### src/rtl/rd32_pkg.sv
package rd32_pkg;

    localparam int DATA_WIDTH = 32;
    localparam int STAGES     = DATA_WIDTH;

    typedef struct packed {
        logic [DATA_WIDTH-1:0] dividend;
        logic [DATA_WIDTH-1:0] divisor;
    } t_in;

    typedef struct packed {
        logic [DATA_WIDTH-1:0] quotient;
        logic [DATA_WIDTH-1:0] remainder;
    } t_out;

    typedef struct packed {
        logic [DATA_WIDTH-1:0] part;
        logic [DATA_WIDTH-1:0] qd;
        logic [DATA_WIDTH-1:0] den;
    } t_stage;

endpackage

### src/rtl/rd32_cell.sv
module rd32_cell (
    input  logic            i_clk,
    input  logic            i_rst_n,
    input  logic            i_valid,
    input  logic            i_en,
    input  rd32_pkg::t_stage i_stage,
    output logic            o_valid,
    output rd32_pkg::t_stage o_stage
);

    logic                          r_valid;
    rd32_pkg::t_stage              r_stage;
    rd32_pkg::t_stage              n_stage;
    logic [rd32_pkg::DATA_WIDTH-1:0] shifted;
    logic [rd32_pkg::DATA_WIDTH:0]   diff;
    logic                          ge;

    always_comb begin
        shifted = {i_stage.part[rd32_pkg::DATA_WIDTH-2:0],
                   i_stage.qd[rd32_pkg::DATA_WIDTH-1]};
        diff    = {i_stage.part[rd32_pkg::DATA_WIDTH-1], shifted}
                - {1'b0, i_stage.den};
        ge      = ~diff[rd32_pkg::DATA_WIDTH];
        n_stage.part = ge ? diff[rd32_pkg::DATA_WIDTH-1:0] : shifted;
        n_stage.qd   = {i_stage.qd[rd32_pkg::DATA_WIDTH-2:0], ge};
        n_stage.den  = i_stage.den;
    end

    always_ff @(posedge i_clk) begin
        if (!i_rst_n) begin
            r_valid <= 1'b0;
        end else if (i_en) begin
            r_valid <= i_valid;
        end
    end

    always_ff @(posedge i_clk) begin
        if (i_en) begin
            r_stage <= n_stage;
        end
    end

    assign o_valid = r_valid;
    assign o_stage = r_stage;

endmodule

### config.mk
export PLATFORM = sky130hd
export DESIGN_NAME = rd32_cell
export DESIGN_NICKNAME = d
export VERILOG_FILES = /design/src/rtl/rd32_pkg.sv /design/src/rtl/rd32_cell.sv
export SDC_FILE = /design/constraint.sdc
export NUM_CORES = 1
export LEC_CHECK = 0
export ABC_AREA = 0
export ABC_CLOCK_PERIOD_IN_PS = 7400
export BUFFER_PORTS_ARGS = -buffer_cell sky130_fd_sc_hd__buf_2
export CAP_MARGIN = 5
export CORE_AREA = 3 3 104 106
export CTS_BUF_LIST = sky130_fd_sc_hd__clkbuf_8
export DETAILED_ROUTE_END_ITERATION = 12
export DIE_AREA = 0 0 107 109
export PLACE_DENSITY = 0.94
export SETUP_SLACK_MARGIN = 0.4
export SKIP_CTS_REPAIR_TIMING = 1
export SLEW_MARGIN = 40
export SYNTH_ARGS = -nofsm -noshare
export SYNTH_HDL_FRONTEND = slang
export SYNTH_SLANG_ARGS = --single-unit
### constraint.sdc
create_clock -name i_clk -period 7.4 [get_ports i_clk]
set_input_delay 0 -clock i_clk [delete_from_list [all_inputs] [get_ports i_clk]]
set_output_delay 0 -clock i_clk [all_outputs]
set_load 0.03 [all_outputs]
* Yosys cells after proc, flatten, opt, wreduce, memory -nomap -nowiden
Index checks and enable logic that the tools add are counted.
** Word-level totals
- Input bits :: 100
- Register bits :: 97
** Cells by class
- Add/sub/neg operators :: 1
- Bitwise logic cells :: 1
- Multiplexer cells :: 1
** Operators with widths (count)
- subtractor 33 x 32 -> 33 bit :: 1
- two-way mux 32 bit :: 1
- inverter 1 bit :: 1

* Longest topological paths before layout
Gate-level depths: netlist of run 1.
- Depth after elaboration :: 2
- Depth in mapped cells :: 12

* Worst setup path before layout of run 1
Ideal clock, no wire load.
- Kind :: in2reg
- Start point :: input i_stage[63] in the netlist's numbering
- End point :: register r_stage, in the netlist o_stage[68], data pin
- Setup time :: 0.260 ns
- Buffers on the path :: 1
- Slack :: 4.883 ns
- Stages :: 12
- Data arrival time :: 2.257 ns
- Required time :: 7.140 ns
- Cells stage by stage :: inv_1 -> ha_1 -> fa_1 -> nand2b_1 -> a21oi_1 -> o211ai_1 -> a21oi_1 -> o31a_2 -> mux2i_1 -> nor2_2 -> buf_6 -> mux2_4
** RTL lines
- start, declared :: RTL line rd32_cell.sv:6 : input rd32_pkg::t_stage i_stage,
- end signal, assigned :: RTL line rd32_cell.sv:39 : r_stage <= n_stage;
- end, declared :: RTL line rd32_cell.sv:12 : rd32_pkg::t_stage r_stage;

==> results by group, run 1 <==
Power
  – PwrDens: 208 nW/um^2
  – Peak VDD IR: 0.107 mV
  – Total power: 0.00159 W
  – LEAKAGE: 3.51 nW

GRT
  – GR peak layer: met2
  – Largest net degree at the start of global routing: 69
  – Initial antenna violation count: 0
  – Global-route wire length before repair: 21300 um
  – M2 GR Usage: 0.403
  – Total gr overflow: 0
  – Global router's overall resource usage: 0.234
  – Grt met3 use: 0.0533
  – Met1 GRT Util: 0.289
  – Number of global-route vias before repair: 4253

Job
  – Max-Cap Viols: 0

Critical path
  – Slowest cell on the critical path: dlygate4sd3_1
  – Max FO, Critical Path: 25
  – Critical Path Sink Type: register
  – CP arrival: 3780 ps
  – Critical R2R Launch: o_valid
  – CP bufs+invs: 3
  – Critical path's top delay family: buffers and inverters
  – Most frequent CP cell: a21oi_1
  – Startpoint Class: input port
  – Crit. Startpoint: i_stage[0]
  – Required time worst endpoint: 7520 ps
  – Slowest stage delay, CP: 550 ps
  – CP Class: in -> reg
  – Worst-path cell chain: dlygate4sd3_1 > buf_2 > ha_1 > fa_1 > nand2b_1 > a21oi_1 > o211ai_1 > a21oi_1 > o31a_2 > mux2i_1 > nor2_4 > buf_4 > mux2_2

Routing
  – WL per Instance: 20.3 um
  – Routed Antenna Nets: 0
  – Detailed-route vias per instance: 5.63
  – Drt pass-1 iters: 5
  – 1st-iter DRT viols: 404
  – Wirelength, routed: 17700 um
  – Via count: 4904
  – DRC: 0

Logic synthesis
  – Asr flop ratio synth: 0
  – Yosys cell types: 50
  – Post-Synth Adder-Cell Area: 0.0777
  – Seq cells post-synth: 97
  – Post-synth top flop: edfxtp_1
  – Synth Instances: 443
  – Post-Synth XOR/XNOR Area: 0.0372
  – Post-Synth Simple-Gate Area: 0.0957
  – Mapped Nets: 576
  – Yosys warning count: 0
  – Syn Area/Cell: 12.2 um^2
  – Post-synth EDFFs: 96
  – Register area share after synthesis: 0.536
  – Post-Syn Area: 5410 um^2
  – Synth Area in Compound Gates: 0.126
  – Largest family of logic cells by synthesized area: compound AO/OA/AOI/OAI gates
  – Proportion of synthesized area in mux cells: 0.0867

Outcome
  – Outcome: finished, final reports clean

Place
  – Placer Congestion: 0.859
  – Buffers on Ports: 196
  – Post-DP HPWL: 10900 um

Clock network
  – # clock sinks: 97
  – Clock Latency Late Sink: 360 ps
  – Clock Tree Root: clkbuf_8
  – H-tree levels: 3
  – Clock tree from TritonCTS: yes
  – Clock-pin slew on the worst setup and hold paths: 90 ps
  – CTS Buffer Depth: 2
  – CTS buffer count: 9

Timing
  – Final setup viols: 0
  – Tmin final: 3660 ps
  – Slew @ Worst Pin: 620 ps
  – FMAX: 273 MHz
  – Skew final: 0 ps
  – Final period util: 0.494
  – Final hold slack: 40.8 ps
  – Pins Over Slew Limit: 0
  – Unrepaired setup endpoints after global routing: false
  – Total negative slack: 0 ps
  – Hold Fails Final Rpt: 0
  – Slew headroom: 0.587

Layout
  – Nets: 867
  – Most frequent cells in the layout: buf_2, edfxtp_1, dlygate4sd3_1
  – Final Core Density: 0.774
  – Number of fill cells: 564
  – Antenna diodes: 0
  – Commonest non-fill, non-tap cell in the layout: buf_2
  – Area grow syn2layout: 41.1%
  – Layout cells sized above 1: 0.335

Worst hold path
  – Hold wc startpoint: i_stage[74]
  – HP Class: in -> reg

Floorplan
  – CORE AREA: 9860 um^2
  – Starting Density: 0.549
  – FP Rows: 36
  – Io pins: 197
  – Die Ht: 109 um
  – DIE AREA: 11700 um^2
  – Die span in x: 107 um
-- layer usage --
layer | wire length [um] | part of all wire
met1 | 6620 | 0.37
met2 | 9140 | 0.52
met3 | 1330 | 0.076
met4 | 563 | 0.032
met5 | 0 | 0
-- cell usage after synthesis (all sizes together) (10+ instances only) --
| cell type | number | area share |
|---|---|---|
| edfxtp | 96 | 0.53 |
| a21oi | 39 | 0.037 |
| inv | 38 | 0.026 |
| ha | 32 | 0.074 |
| mux2 | 28 | 0.076 |
| nand2 | 27 | 0.019 |
| nor2 | 19 | 0.014 |
| a21o | 18 | 0.025 |
| o21ai | 18 | 0.017 |
| xnor2 | 13 | 0.021 |
| nand3 | 10 | 0.0092 |
| xor2 | 10 | 0.016 |
-- worst reg2reg max path, stage by stage, from the launching register on --
cell	delay, ps
dfxtp_1	320
mux2i_1	130
nor2b_1	60
dlygate4sd3_1	540
-- layout make-up --
cell class                      count  area (um^2)  share of cell area
Clock inverter                      6         67.6             0.00885
Multi-Input combinational cell    297         2300               0.301
Sequential cell                    97         2900               0.380
Inverter                           38          143              0.0187
Tap cell                          133          166              0.0218
Clock buffer                        9          124              0.0162
Timing Repair Buffer              291         1930               0.253
-- logic make-up (layout without fill, tap and decap cells) --
logic type	after synthesis	count (layout)
AO/OA/AOI/OAI	107	107
AND/OR/NAND/NOR	100	100
flip-flops	97	97
buffers and inverters	49	344
multiplexers	34	34
adder cells (fa/ha/maj)	33	33
XOR/XNOR	23	23
-- power by group --
part           total (W)  internal (W)  switching, W  leakage (nW)
sequential      0.000696      0.000675     0.0000203         0.948
clock           0.000357      0.000157      0.000200        0.0975
combinational   0.000534      0.000214      0.000320          2.46
total            0.00159       0.00105      0.000540          3.51
-- worst paths after layout --
kind,end,slack (ps),cells after the start
max,o_stage[67],3740,13
min,o_stage[75],40,3
max reg2reg,o_valid,6240,3
min reg2reg,o_valid,1070,3
-- flip-flops by register name, indices dropped and copies added, names as in the netlist --
signal	flops
o_stage	96
o_valid	1
-- metrics by stage --
step,cell area [um^2],setup slack (ps),cells
detailed placement,6510,3980,763
floorplan,5410,4880,443
finish,7630,3740,871
CTS,6700,4360,778
global route,7630,3640,871
global placement,6510,4170,763
(Power assumes the default switching activity.)
==> run 2: changes to the inputs <==
- ABC_CLOCK_PERIOD_IN_PS: 7400 -> 3300
- CORE_AREA: 3 3 104 106 -> 3 3 112 114
- DIE_AREA: 0 0 107 109 -> 0 0 115 117
- PLACE_DENSITY: 0.94 -> 0.86
- clock period: 7.4 -> 3.3 ns (I/O delays scaled with it)
==> run 2 against run 1 <==
Worst hold slack lost 25 ps. Critical endpoint is now o_stage[83]. First-iteration DRC count is 7.2% lower. Critical path type unchanged. Worst setup slack got worse by 3200 ps. Power is 120% higher. Sequential share of layout area is 0.17 points lower. Combinational power rose by 120%.
==> results by group, run 2 (synthesis results as in run 1) <==
Outcome
  – Outcome: finished, final reports clean

Critical path
  – Max FO, Critical Path: 20
  – CP arrival: 2940 ps
  – Critical R2R Launch: o_valid
  – Startpoint Class: input port
  – Required time worst endpoint: 3440 ps
  – CP Class: in -> reg
  – Critical Path Sink Type: register
  – Crit. Startpoint: i_stage[25]

Clock network
  – Clock Tree Root: clkbuf_8
  – H-tree levels: 3
  – # clock sinks: 97
  – CTS buffer count: 9
  – Clock Latency Late Sink: 380 ps
  – CTS Buffer Depth: 2
  – Clock tree from TritonCTS: yes
  – Clock-pin slew on the worst setup and hold paths: 100 ps

Power
  – LEAKAGE: 3.52 nW
  – Power share of the clock group: 0.211
  – Combinational fraction of design power: 0.340
  – Switching pwr: 0.00117 W
  – Flop pwr share: 0.449
  – P_int: 0.00228 W
  – Sw Ratio: 0.339
  – Peak VDD IR: 0.225 mV
  – PwrDens: 449 nW/um^2

Layout
  – Max FFs per register: 96
  – Nets: 871
  – Number of fill cells: 852
  – Area grow syn2layout: 41.7%
  – Final Core Density: 0.666
  – Layout cells sized above 1: 0.335
  – Antenna diodes: 0
  – Commonest non-fill, non-tap cell in the layout: buf_2
  – Most frequent cells in the layout: buf_2, edfxtp_1, dlygate4sd3_1

Floorplan
  – FP Rows: 39
  – Die span in x: 115 um
  – CORE AREA: 11500 um^2
  – Starting Density: 0.470
  – DIE AREA: 13500 um^2
  – Die Ht: 117 um
  – Io pins: 197

Timing
  – Pins Over Slew Limit: 0
  – Worst Slack Setup Final: 497 ps
  – Tmin final: 2800 ps
  – Slew @ Worst Pin: 735 ps
  – Final setup viols: 0
  – Final hold slack: 15.7 ps
  – Skew final: 0 ps
  – FMAX: 357 MHz
  – Final period util: 0.850
  – Unrepaired setup endpoints after global routing: false
  – Slew headroom: 0.510
  – Hold Fails Final Rpt: 0
  – Total negative slack: 0 ps

Worst hold path
  – Hold wc startpoint: i_stage[64]
  – HP Class: in -> reg

Routing
  – WL per Instance: 17.6 um
  – Wirelength, routed: 15600 um
  – 1st-iter DRT viols: 375
  – Drt pass-1 iters: 5
  – Via count: 4682
  – Routed Antenna Nets: 0
  – Detailed-route vias per instance: 5.28
  – DRC: 0

GRT
  – Largest net degree at the start of global routing: 76
  – Global router's overall resource usage: 0.200
  – Initial antenna violation count: 0
  – Number of global-route vias before repair: 4167
  – Global-route wire length before repair: 21000 um
  – Total gr overflow: 0

Job
  – Max-Cap Viols: 0

Place
  – Placer Congestion: 0.862
  – Buffers on Ports: 196
  – Post-DP HPWL: 10700 um
  – Pre-CTS WS: 313 ps
-- run 2: metrics by stage --
step | cell area, um^2 | power (W) | std cells
2_1_floorplan | 5410 | 0.00233 | 443
3_3_place_gp | 6540 | 0.00263 | 775
3_5_place_dp | 6540 | 0.00265 | 775
4_1_cts | 6720 | 0.00337 | 791
5_1_grt | 7670 | 0.00360 | 886
6_report | 7670 | 0.00344 | 886
-- run 2: worst max-delay path, stage by stage --
cell	delay (ps)
dlygate4sd3_1	530
buf_2	110
inv_1	40
ha_1	390
a21o_1	250
a21o_1	210
a21o_1	190
or3_1	310
mux2i_1	240
nor2_4	70
buf_4	270
mux2_4	350
-- run 2: final timing paths --
check	end	slack, ps	cells past startpoint
worst max-delay path	o_stage[83]	500	12
worst min-delay path	o_stage[65]	20	3
worst max register to register	o_valid	2160	3
worst min register to register	o_valid	1060	3
-- run 2: power groups by stage --
stage | Sequential, W | Combinational [W] | Clock, W
5_1_grt | 0.00156 | 0.00126 | 0.000783
2_1_floorplan | 0.00184 | 0.000484 | 0
3_3_place_gp | 0.00157 | 0.00105 | 0
6_report | 0.00155 | 0.00117 | 0.000726
3_5_place_dp | 0.00158 | 0.00107 | 0
4_1_cts | 0.00155 | 0.00108 | 0.000742
-- run 2: final cells by class --
type | count | area (um^2) | area share
sequential | 97 | 2900 | 0.379
clock inverter | 7 | 53.8 | 0.00702
timing repair buffer | 295 | 1970 | 0.257
tap | 143 | 179 | 0.0233
inverter | 38 | 143 | 0.0186
clock buffer | 9 | 124 | 0.0162
multi-input combinational | 297 | 2300 | 0.300
-- run 2: per-layer routing --
layer / share of wire / global-route usage / vias to the layer above
met4: 0.022 / 0.0689 / 0
met1: 0.40 / 0.248 / 2213
met2: 0.51 / 0.345 / 206
met3: 0.072 / 0.0458 / 29
li1: - / - / 2234
met5: 0 / 0 / -
